$ cat config.mk
export PLATFORM = sky130hd
export DESIGN_NAME = touch_event_decoder_core
export DESIGN_NICKNAME = d
export VERILOG_FILES = /design/src/rtl/ted_pkg.sv /design/src/rtl/ted_divider.sv /design/src/rtl/touch_event_decoder_core.sv
export SDC_FILE = /design/constraint.sdc
export NUM_CORES = 1
export LEC_CHECK = 0
export BUFFER_PORTS_ARGS = -buffer_cell sky130_fd_sc_hd__buf_2
export CAP_MARGIN = 10
export CORE_MARGIN = 2
export CORE_UTILIZATION = 44
export CTS_CLUSTER_DIAMETER = 30
export DETAILED_ROUTE_END_ITERATION = 10
export REMOVE_ABC_BUFFERS = 1
export SLEW_MARGIN = 20
export SYNTH_ARGS = -nofsm -noshare
export SYNTH_HDL_FRONTEND = slang
export SYNTH_SLANG_ARGS = --single-unit
$ cat constraint.sdc
create_clock -name clk -period 5.3 [get_ports clk]
set_input_delay 1.59 -clock clk [delete_from_list [all_inputs] [get_ports clk]]
set_output_delay 1.59 -clock clk [all_outputs]
set_load 0.005 [all_outputs]
$ cat src/rtl/ted_pkg.sv
// ----------------------------------------------------------------------------
// ted_pkg: shared types and constants for the touch event decoder
// Beat payload structs, report kind codes and configuration register indexes.
// ----------------------------------------------------------------------------
`default_nettype none

package ted_pkg;

	localparam int unsigned CoordW  = 12;
	localparam int unsigned SizeW   = 16;
	localparam int unsigned ValueW  = 27;
	localparam int unsigned CfgIdxW = 8;

	typedef struct packed {
		logic [7:0] status_byte;
		logic [7:0] x_high;
		logic [7:0] y_high;
		logic [7:0] xy_low;
	} in_beat_t;

	typedef struct packed {
		logic [1:0]        report_kind;
		logic [ValueW-1:0] report_value;
		logic              last_report;
	} out_beat_t;

	localparam logic [1:0] KIND_ABS_X  = 2'd0;
	localparam logic [1:0] KIND_ABS_Y  = 2'd1;
	localparam logic [1:0] KIND_BUTTON = 2'd2;
	localparam logic [1:0] KIND_SYNC   = 2'd3;

	localparam logic [CfgIdxW-1:0] CFG_PANEL_WIDTH  = 8'd0;
	localparam logic [CfgIdxW-1:0] CFG_PANEL_HEIGHT = 8'd1;

	localparam logic [1:0] TSTATE_NONE    = 2'd0;
	localparam logic [1:0] TSTATE_PRESS   = 2'd1;
	localparam logic [1:0] TSTATE_MOVE    = 2'd2;
	localparam logic [1:0] TSTATE_RELEASE = 2'd3;

	localparam logic [3:0] TOUCH_ID_MAIN  = 4'd1;
	localparam logic [1:0] TYPE_COORD     = 2'd0;

endpackage

`default_nettype wire

$ cat src/rtl/ted_divider.sv
// ----------------------------------------------------------------------------
// ted_divider: restoring radix-2 divider
// Unsigned 27-bit by 16-bit division, one quotient bit per cycle.
// ----------------------------------------------------------------------------
`default_nettype none

module ted_divider
	import ted_pkg::*;
(
	input  wire logic              clk,
	input  wire logic              arst_n,
	input  wire logic              start,
	input  wire logic [ValueW-1:0] dividend,
	input  wire logic [SizeW-1:0]  divisor,
	output logic                   done,
	output logic [ValueW-1:0]      quotient
);

	localparam int unsigned CntW = $clog2(ValueW);
	localparam logic [CntW-1:0] LastStep = CntW'(ValueW - 1);

	logic              busy_q;
	logic              done_q;
	logic [CntW-1:0]   cnt_q;
	logic [SizeW-1:0]  rem_q;
	logic [ValueW-1:0] quo_q;
	logic [SizeW-1:0]  dsr_q;

	logic [SizeW:0]    rem_shift;
	logic [SizeW+1:0]  diff;

	assign rem_shift = {rem_q, quo_q[ValueW-1]};
	assign diff      = {1'b0, rem_shift} - {2'b00, dsr_q};

	always_ff @(posedge clk or negedge arst_n) begin
		if (!arst_n) begin
			busy_q <= 1'b0;
			done_q <= 1'b0;
			cnt_q  <= '0;
		end else begin
			done_q <= 1'b0;
			if (start) begin
				busy_q <= 1'b1;
				cnt_q  <= '0;
			end else if (busy_q) begin
				cnt_q <= cnt_q + 1'b1;
				if (cnt_q == LastStep) begin
					busy_q <= 1'b0;
					done_q <= 1'b1;
				end
			end
		end
	end

	always_ff @(posedge clk) begin
		if (start) begin
			rem_q <= '0;
			quo_q <= dividend;
			dsr_q <= divisor;
		end else if (busy_q) begin
			// keep the difference only when it did not borrow
			if (!diff[SizeW+1]) begin
				rem_q <= diff[SizeW-1:0];
				quo_q <= {quo_q[ValueW-2:0], 1'b1};
			end else begin
				rem_q <= rem_shift[SizeW-1:0];
				quo_q <= {quo_q[ValueW-2:0], 1'b0};
			end
		end
	end

	assign done     = done_q;
	assign quotient = quo_q;

endmodule

`default_nettype wire

$ cat src/rtl/touch_event_decoder_core.sv
// ----------------------------------------------------------------------------
// touch_event_decoder_core: touch controller event to pointer report decoder
// Takes one four-byte coordinate event per input beat and emits abs X, abs Y,
// button and sync report beats. Press and move events scale each raw 12-bit
// coordinate by 32767 / panel size through one shared restoring divider, one
// quotient bit per cycle, X first then Y. Such an event emits its report beats,
// with or without a button beat, after these steps: a start, the X division, a
// done handoff, a start, the Y division and a done handoff; each beat is then
// registered on the output. The input is ready again in the cycle that presents
// the last report beat, so the next event can be taken then, later if the sink
// stalls. Release events take two beats; ignored events are simply dropped.
// The input is not ready while an event is being worked on. A panel size of
// zero divides by one. Configuration writes are taken at any time.
// ----------------------------------------------------------------------------
`default_nettype none

module touch_event_decoder_core
	import ted_pkg::*;
(
	input  wire logic               clk,
	input  wire logic               arst_n,
	input  wire logic               in_valid,
	output logic                    in_ready,
	input  wire in_beat_t           in_data,
	output logic                    out_valid,
	input  wire logic               out_ready,
	output out_beat_t               out_data,
	input  wire logic               cfg_valid,
	output logic                    cfg_ready,
	input  wire logic [CfgIdxW-1:0] cfg_index,
	input  wire logic [SizeW-1:0]   cfg_data
);

	typedef enum logic [2:0] {
		ST_IDLE = 3'b001,
		ST_DIV  = 3'b010,
		ST_EMIT = 3'b100
	} state_t;

	localparam logic [SizeW-1:0] WidthReset  = 16'd1080;
	localparam logic [SizeW-1:0] HeightReset = 16'd2520;

	state_t            state_q;
	logic [SizeW-1:0]  width_q;
	logic [SizeW-1:0]  height_q;
	logic              finger_q;
	logic              rel_q;
	logic              btn_q;
	logic              sel_y_q;
	logic              start_q;
	logic [1:0]        step_q;
	logic [CoordW-1:0] raw_x_q;
	logic [CoordW-1:0] raw_y_q;
	logic [ValueW-1:0] qx_q;
	logic [ValueW-1:0] qy_q;
	logic              out_valid_q;
	out_beat_t         out_q;

	logic              accept;
	logic [1:0]        tstate;
	logic              relevant;
	logic              is_pos;
	logic              is_rel;
	logic [CoordW-1:0] raw_sel;
	logic [SizeW-1:0]  size_sel;
	logic [ValueW-1:0] dividend;
	logic [SizeW-1:0]  divisor;
	logic              div_done;
	logic [ValueW-1:0] quotient;
	out_beat_t         beat;
	logic              load_out;

	assign in_ready  = (state_q == ST_IDLE);
	assign cfg_ready = 1'b1;
	assign accept    = in_valid && in_ready;

	assign tstate   = in_data.status_byte[7:6];
	assign relevant = (in_data.status_byte[1:0] == TYPE_COORD) &&
		(in_data.status_byte[5:2] == TOUCH_ID_MAIN);
	assign is_pos   = relevant && (tstate == TSTATE_PRESS || tstate == TSTATE_MOVE);
	assign is_rel   = relevant && (tstate == TSTATE_RELEASE) && finger_q;

	// raw * 32767 as (raw << 15) - raw
	assign raw_sel  = sel_y_q ? raw_y_q : raw_x_q;
	assign size_sel = sel_y_q ? height_q : width_q;
	assign dividend = {raw_sel, 15'd0} - {15'd0, raw_sel};
	assign divisor  = (size_sel == '0) ? SizeW'(1) : size_sel;

	ted_divider u_div (
		.clk      (clk),
		.arst_n   (arst_n),
		.start    (start_q),
		.dividend (dividend),
		.divisor  (divisor),
		.done     (div_done),
		.quotient (quotient)
	);

	always_comb begin
		beat = '0;
		if (rel_q) begin
			if (step_q == 2'd0) begin
				beat.report_kind = KIND_BUTTON;
			end else begin
				beat.report_kind = KIND_SYNC;
				beat.last_report = 1'b1;
			end
		end else begin
			case (step_q)
				2'd0: begin
					beat.report_kind  = KIND_ABS_X;
					beat.report_value = qx_q;
				end
				2'd1: begin
					beat.report_kind  = KIND_ABS_Y;
					beat.report_value = qy_q;
				end
				2'd2: begin
					if (btn_q) begin
						beat.report_kind  = KIND_BUTTON;
						beat.report_value = ValueW'(1);
					end else begin
						beat.report_kind = KIND_SYNC;
						beat.last_report = 1'b1;
					end
				end
				default: begin
					beat.report_kind = KIND_SYNC;
					beat.last_report = 1'b1;
				end
			endcase
		end
	end

	assign load_out = (state_q == ST_EMIT) && (!out_valid_q || out_ready);

	always_ff @(posedge clk or negedge arst_n) begin
		if (!arst_n) begin
			state_q     <= ST_IDLE;
			width_q     <= WidthReset;
			height_q    <= HeightReset;
			finger_q    <= 1'b0;
			rel_q       <= 1'b0;
			btn_q       <= 1'b0;
			sel_y_q     <= 1'b0;
			start_q     <= 1'b0;
			step_q      <= '0;
			out_valid_q <= 1'b0;
		end else begin
			start_q <= 1'b0;

			if (cfg_valid && cfg_ready) begin
				if (cfg_index == CFG_PANEL_WIDTH) begin
					width_q <= cfg_data;
				end else if (cfg_index == CFG_PANEL_HEIGHT) begin
					height_q <= cfg_data;
				end
			end

			if (out_valid_q && out_ready) begin
				out_valid_q <= 1'b0;
			end

			case (state_q)
				ST_IDLE: begin
					if (accept) begin
						step_q <= '0;
						if (is_rel) begin
							rel_q    <= 1'b1;
							finger_q <= 1'b0;
							state_q  <= ST_EMIT;
						end else if (is_pos) begin
							rel_q    <= 1'b0;
							btn_q    <= !finger_q;
							finger_q <= 1'b1;
							sel_y_q  <= 1'b0;
							start_q  <= 1'b1;
							state_q  <= ST_DIV;
						end
					end
				end
				ST_DIV: begin
					if (div_done) begin
						if (!sel_y_q) begin
							// X done, rerun the divider on Y
							sel_y_q <= 1'b1;
							start_q <= 1'b1;
						end else begin
							state_q <= ST_EMIT;
						end
					end
				end
				ST_EMIT: begin
					if (load_out) begin
						out_valid_q <= 1'b1;
						step_q      <= step_q + 1'b1;
						if (beat.last_report) begin
							state_q <= ST_IDLE;
						end
					end
				end
				default: begin
					state_q <= ST_IDLE;
				end
			endcase
		end
	end

	always_ff @(posedge clk) begin
		if (accept) begin
			raw_x_q <= {in_data.x_high, in_data.xy_low[7:4]};
			raw_y_q <= {in_data.y_high, in_data.xy_low[3:0]};
		end
		if (div_done) begin
			if (sel_y_q) begin
				qy_q <= quotient;
			end else begin
				qx_q <= quotient;
			end
		end
		if (load_out) begin
			out_q <= beat;
		end
	end

	assign out_valid = out_valid_q;
	assign out_data  = out_q;

endmodule

`default_nettype wire
* After elaboration in Yosys (flattened, before gate mapping)
Index checks and enable logic that the tools add are counted.
Word-level totals: logic and storage cells 130, output and inout port bits 33, input port bits 61, flip-flop bits (word level) 217
Operators by class: reductions and logical operators 29, equality and inequality tests 19, mux-type cells 52, bitwise gates (word level) 3, add/subtract/negate cells 4
Operator list (count):
- $pmux 27 s3 | 1
- $mux 27 | 2
- $mux 16 | 2
- $mux 1 | 28
- $sub 27x12->27 | 1
- $mux 3 | 7
- $sub 17x16->18 | 1
- $logic_not 16->1 | 1
- $mux 12 | 1
- $mux 5 | 2
- $pmux 3 s3 | 1
- $reduce_and 3->1 | 3
- $eq 8x1->1 const B | 1
- $logic_not 8->1 | 1
- $ne 2x2->1 const B | 4
- $reduce_bool 2->1 | 4
- $logic_and 1x1->1 | 7
- $eq 2x2->1 const B | 3
- $mux 2 | 3
- $ne 2x1->1 const B | 3
- $pmux 1 s2 | 3
- $pmux 2 s3 | 1
- $reduce_and 2->1 | 3
- $reduce_and 6->1 | 1
- 17 further kinds | 23

* Logic depth before layout (Yosys ltp)
word-level depth 7, mapped depth 10, gate-level depth less buffers 9

* Modules after synthesis
Synthesis repeated with hierarchy kept, for this count alone.
Unflattened totals: cell total of the unflattened synthesis 731, area, all modules 9870.7 sq um
By module, submodules not included:
- touch_event_decoder_core | area an instance 6432.4 sq um, cells each 438, times used 1
- ted_divider | area an instance 3438.3 sq um, cells each 293, times used 1

* Worst setup path before layout
No wires, ideal clock.
path type input port to flip-flop, from input in_data[25] (netlist name), to register state_q[2], setup time 0.064 ns, data arrival time 3.190 ns, slack 2.047 ns, path buffers 0, stages 6, required time 5.236 ns, path through or4b_1 > nor3_1 > nand3_1 > or3b_2 > a21oi_1 > a21o_1
On the way: cells in the longest elaborated chain, start to end 7, elaborated cells between the ends (all ways) 10
RTL lines:
- start, declared | line touch_event_decoder_core.sv:24 | input wire in_beat_t in_data,
- $logic_not 2->1 (*) | line touch_event_decoder_core.sv:78 | assign relevant = (in_data.status_byte[1:0] == TYPE_COORD) &&
- $logic_and 1x1->1 (*) | line touch_event_decoder_core.sv:78
- $logic_and 1x1->1 (2 in series) | line touch_event_decoder_core.sv:81 | assign is_rel = relevant && (tstate == TSTATE_RELEASE) && finger_q;
- $mux 3 | line touch_event_decoder_core.sv:168 | if (is_rel) begin
- $mux 3 | line touch_event_decoder_core.sv:166 | if (accept) begin
- $pmux 3 s3 | line touch_event_decoder_core.sv:164 | case (state_q)
- end signal, assigned | line touch_event_decoder_core.sv:171 | state_q <= ST_EMIT;
- end signal, assigned | line touch_event_decoder_core.sv:178 | state_q <= ST_DIV;
- end signal, assigned | line touch_event_decoder_core.sv:189 | state_q <= ST_EMIT;
- end, declared | line touch_event_decoder_core.sv:43 | state_t state_q;
Every way passes the cells marked *; elsewhere a longest branch is shown, timed or not. The select of a mux whose other input is x is not followed. A chain may end at the register's enable or synchronous reset.

* Final worst setup path
from register sel_y_q, to register u_div.quo_q[25] (netlist: u_div.quotient[25]) (data pin)
On the way: cells in the longest elaborated chain, start to end 3
RTL lines:
- start, declared | line touch_event_decoder_core.sv:49 | logic sel_y_q;
- start signal, assigned | line touch_event_decoder_core.sv:145 | sel_y_q <= 1'b0;
- start signal, assigned | line touch_event_decoder_core.sv:176 | sel_y_q <= 1'b0;
- start signal, assigned | line touch_event_decoder_core.sv:186 | sel_y_q <= 1'b1;
- $mux 12 | line touch_event_decoder_core.sv:84 | assign raw_sel = sel_y_q ? raw_y_q : raw_x_q;
- $sub 27x12->27 | line touch_event_decoder_core.sv:86 | assign dividend = {raw_sel, 15'd0} - {15'd0, raw_sel};
- $mux 27 | line ted_divider.sv:56 | if (start) begin
- end signal, assigned | line ted_divider.sv:58 | quo_q <= dividend;
- end signal, assigned | line ted_divider.sv:64 | quo_q <= {quo_q[ValueW-2:0], 1'b1};
- end signal, assigned | line ted_divider.sv:67 | quo_q <= {quo_q[ValueW-2:0], 1'b0};
- end, declared | line ted_divider.sv:26 | logic [ValueW-1:0] quo_q;
No other way between the ends.

==> metrics.log <==
INFO  metric status = finished clean
INFO  metric tritoncts.num_buffers = 44
INFO  metric first_global_vias = ~6,400
INFO  metric route.detailed.vias_per_inst = around 5.4
INFO  metric placed_standard_cell_area = 10,500 um^2
INFO  metric place.gp.congestion = just under 0.9
INFO  metric nNetsFinal = between 900 and 1,000
INFO  metric slew_viol_final = 0
INFO  metric fp.dieW = 153 um
INFO  metric post_cts.repair.setup_buffers = 0
INFO  metric design.core.area = roughly 22,000 um^2
INFO  metric hp-class = flip-flop to flip-flop
INFO  metric synthDominantCellAreaShare = 0.463
INFO  metric timing.final.hold_violations = 0
INFO  metric worst-setup-path-type = flip-flop to flip-flop
INFO  metric clkSlewWorstSetupHoldPaths = 0.05 ns
INFO  metric routed_wirelength = 20,600 um
INFO  metric netlist_area = slightly below 10,000 um^2
INFO  metric startpoint = sel_y_q$_DFFE_PN0P_
INFO  metric global_route_wire_length_before_repair = between 30,000 and 40,000 um
INFO  metric cp_cell_sequence = mux2i_1 > ha_1 > o2111ai_1 > o41ai_2 > nand3b_1 > xor2_1 > mux2_2
INFO  metric slowest_delay = ~1 ns
INFO  metric synth_top_cell_by_area = sky130_fd_sc_hd__edfxtp_1
INFO  metric groute.usage.overall = 0.174
INFO  metric fin_ws = 1.92 ns
INFO  metric area.growth.synth_to_final = 22.0%
INFO  metric placement.io_buffers = slightly above 90
INFO  metric layout.cells.non_filler = around 1,200
INFO  metric initial_antenna_violation_count = 3
INFO  metric syn_avg_cell_area = between 10 and 15 um^2
INFO  metric synth_seq_area_share = 0.624
INFO  metric cts_htree_levels = 2
INFO  metric slew-limit-headroom = 0.244
INFO  metric worst_hold_startpoint = u_div.quotient[21]$_DFFE_PP_
INFO  metric clock.fmax = 0.296 GHz
INFO  metric place_inst = 1,103
INFO  metric initial_utilization = 0.449
INFO  metric dieHeight = roughly 150 um
INFO  metric post_cts_hold_buffer_count = 0
INFO  metric post_synth_num_cell_types = 70
INFO  metric critical_path.endpoint_type = flip-flop
INFO  metric fin_skew = about 0.021 ns
INFO  metric dp.final_hpwl = between 10,000 and 15,000 um
INFO  metric worstPathMaxFanout = 25
INFO  metric synth_flop_cell = sky130_fd_sc_hd__edfxtp_1
INFO  metric clk_path_buf_depth = 3
INFO  metric vdd_drop_max = 323 uV
INFO  metric fp.dieArea = roughly 23,000 um^2
INFO  metric worstSkewPairLatency = ~0.51 ns
INFO  metric finalSetupTns = 0 ns
INFO  metric total_power = approximately 6.3 mW
INFO  metric final.hold.worst_slack = between 0.4 and 0.5 ns
INFO  metric critPathLaunchType = flip-flop
INFO  metric cts_resized = 0
INFO  metric global_route.overflow_total = 0
INFO  metric crit-reg2reg-launch = sel_y_q$_DFFE_PN0P_
INFO  metric worstPathArrival = roughly 3.6 ns
INFO  metric synth.yosys.warnings = 0
INFO  metric drtAntennaViolNets = 0
INFO  metric fin_util = 0.548
INFO  metric clock-sinks = roughly 220
INFO  metric p_per_cell_area = roughly 520 nW/um^2
INFO  metric route.vias.total = 6,404
INFO  metric first_pass_iters = 5
INFO  metric finalCriticalPeriod = between 3 and 4 ns
INFO  metric grt_setup_unrepaired = false
INFO  metric placementRows = 54
INFO  metric ctsRootBufferMaster = sky130_fd_sc_hd__clkbuf_16
INFO  metric synth_seq_cells = 217
INFO  metric drc = 0
INFO  metric required_time_of_the_worst_setup_path = around 5.6 ns
INFO  metric routedWlPerCell = approximately 17 um
INFO  metric finalSetupViolations = 0
INFO  metric io-pin-count = 94
INFO  metric cts_tree = yes
INFO  metric place_worst_setup_slack = between 1.5 and 2 ns
INFO  metric maxCapViolCount = 0
INFO  metric first_iter_violations = about 380
INFO  metric stdcell_area = approximately 12,000 um^2
INFO  metric share_of_cells_above_drive_strength_1 = 0.274
INFO  metric synthTopCellsByArea = sky130_fd_sc_hd__edfxtp_1 (46%), sky130_fd_sc_hd__dfrtp_1 (10%), sky130_fd_sc_hd__mux2_2 (6.5%), sky130_fd_sc_hd__dfxtp_1 (3.3%), sky130_fd_sc_hd__ha_1 (3.2%)
INFO  metric cp_slowest_cell = sky130_fd_sc_hd__dfrtp_1
INFO  metric synth_enable_flop_cells = approximately 150
INFO  metric power.leakage = approximately 4.9 nW
INFO  metric synthCells = approximately 760
INFO  metric grt_max_degree = 65
INFO  metric tightest_slew = around 1.1 ns
INFO  metric synth_async_sr_flop_share = 0.230
INFO  metric min_period_over_period = 0.637
## registers in the layout, summed over array words and instances (netlist names), 2 cells and up
| register | cells |
|---|---|
| u_div.dsr_q | 16 |
| state_q | 3 |
| step_q | 2 |
| u_div.quotient | 27 |
| out_data | 30 |
| raw_x_q | 12 |
| width_q | 16 |
| qy_q | 27 |
| qx_q | 27 |
| height_q | 16 |
| u_div.cnt_q | 5 |
| u_div.rem_q | 16 |
| raw_y_q | 12 |
## logic make-up after synthesis
| family | synth area share |
|---|---|
| AOI/OAI and AO/OA | 0.110 |
| xor gates and xnor gates | 0.0277 |
| adders and majority gates | 0.0340 |
| buffers and inverters | 0.0255 |
| DFF | 0.624 |
| muxes | 0.0787 |
| other | 0.000383 |
| and+or+nand+nor | 0.0998 |
## worst paths after layout
path / to / slack [ns] / cells after the start
max in group asynchronous: start_q$_DFF_PN0_ / 3.75 / 1
setup / recovery: u_div.quotient[25]$_DFFE_PP_ / 1.92 / 7
hold / removal: qy_q[21]$_DFFE_PP_ / 0.48 / 0
hold reg to reg: qy_q[21]$_DFFE_PP_ / 0.48 / 0
setup reg to reg: u_div.quotient[25]$_DFFE_PP_ / 1.92 / 7
min in group asynchronous: width_q[6]$_DFFE_PN0P_ / 1.10 / 1
## layer usage
metal  wire [um]  part of all wire  GRT usage  vias to the layer above
li1            -                 -          -                     3080
met4         512             0.025     0.0626                        2
met2        9870              0.48      0.284                      177
met5          15           0.00073          0                        -
met3        1180             0.057     0.0465                       40
met1        8980              0.44      0.225                     3105
## synthesized netlist by cell type, drive strengths merged (11+ instances only)
cell and count:
a21oi 33, a22oi 27, clkbuf 21, dfrtp 39, dfstp 11, dfxtp 16, edfxtp 151, ha 25
inv 31, mux2 57, mux2i 13, nand2 46, nor2 64, o21ai 24, xnor2 15, xor2 16
## cells in the final DEF (no fill, tap or decap), types with 10 or more instances in the layout
cell	n
sky130_fd_sc_hd__ha_1	23
sky130_fd_sc_hd__edfxtp_1	151
sky130_fd_sc_hd__xor2_1	16
sky130_fd_sc_hd__inv_1	30
sky130_fd_sc_hd__clkbuf_16	46
sky130_fd_sc_hd__dfrtp_1	38
sky130_fd_sc_hd__dfstp_2	11
sky130_fd_sc_hd__mux2i_1	13
sky130_fd_sc_hd__nor2_1	62
sky130_fd_sc_hd__nand2_1	46
sky130_fd_sc_hd__o21ai_0	23
sky130_fd_sc_hd__mux2_2	57
sky130_fd_sc_hd__and2_1	10
sky130_fd_sc_hd__buf_2	91
sky130_fd_sc_hd__a21oi_1	33
sky130_fd_sc_hd__a22oi_1	27
sky130_fd_sc_hd__xnor2_1	15
sky130_fd_sc_hd__dfxtp_1	16
## worst max-delay path, delay by kind of cell, from the launching register on
family / cells / cell delay, ns
AOI/OAI and AO/OA: 2 / 0.65
xor gates and xnor gates: 1 / 0.07
adders and majority gates: 1 / 0.39
DFF: 1 / 0.98
muxes: 2 / 0.85
and+or+nand+nor: 1 / 0.19
## report_power, final
part	total, mW	internal [mW]	switching, mW	leakage, nW
clock network	2.56	1.70	0.864	0.686
registers	2.42	2.20	0.222	2.17
logic	1.28	0.522	0.759	2.04
total	6.26	4.42	1.85	4.89
## area by class of cell
class,count,area [um^2]
Inverter,31,116
Antenna cell,2,5.00
Sequential cell,217,6120
Clock buffer,55,1190
Timing Repair Buffer,98,508
Tap cell,280,350
Fill cell,1838,9860
Clock inverter,26,220
Multi-Input combinational cell,477,3450
No activity file was read; power rests on OpenSTA's default activity.
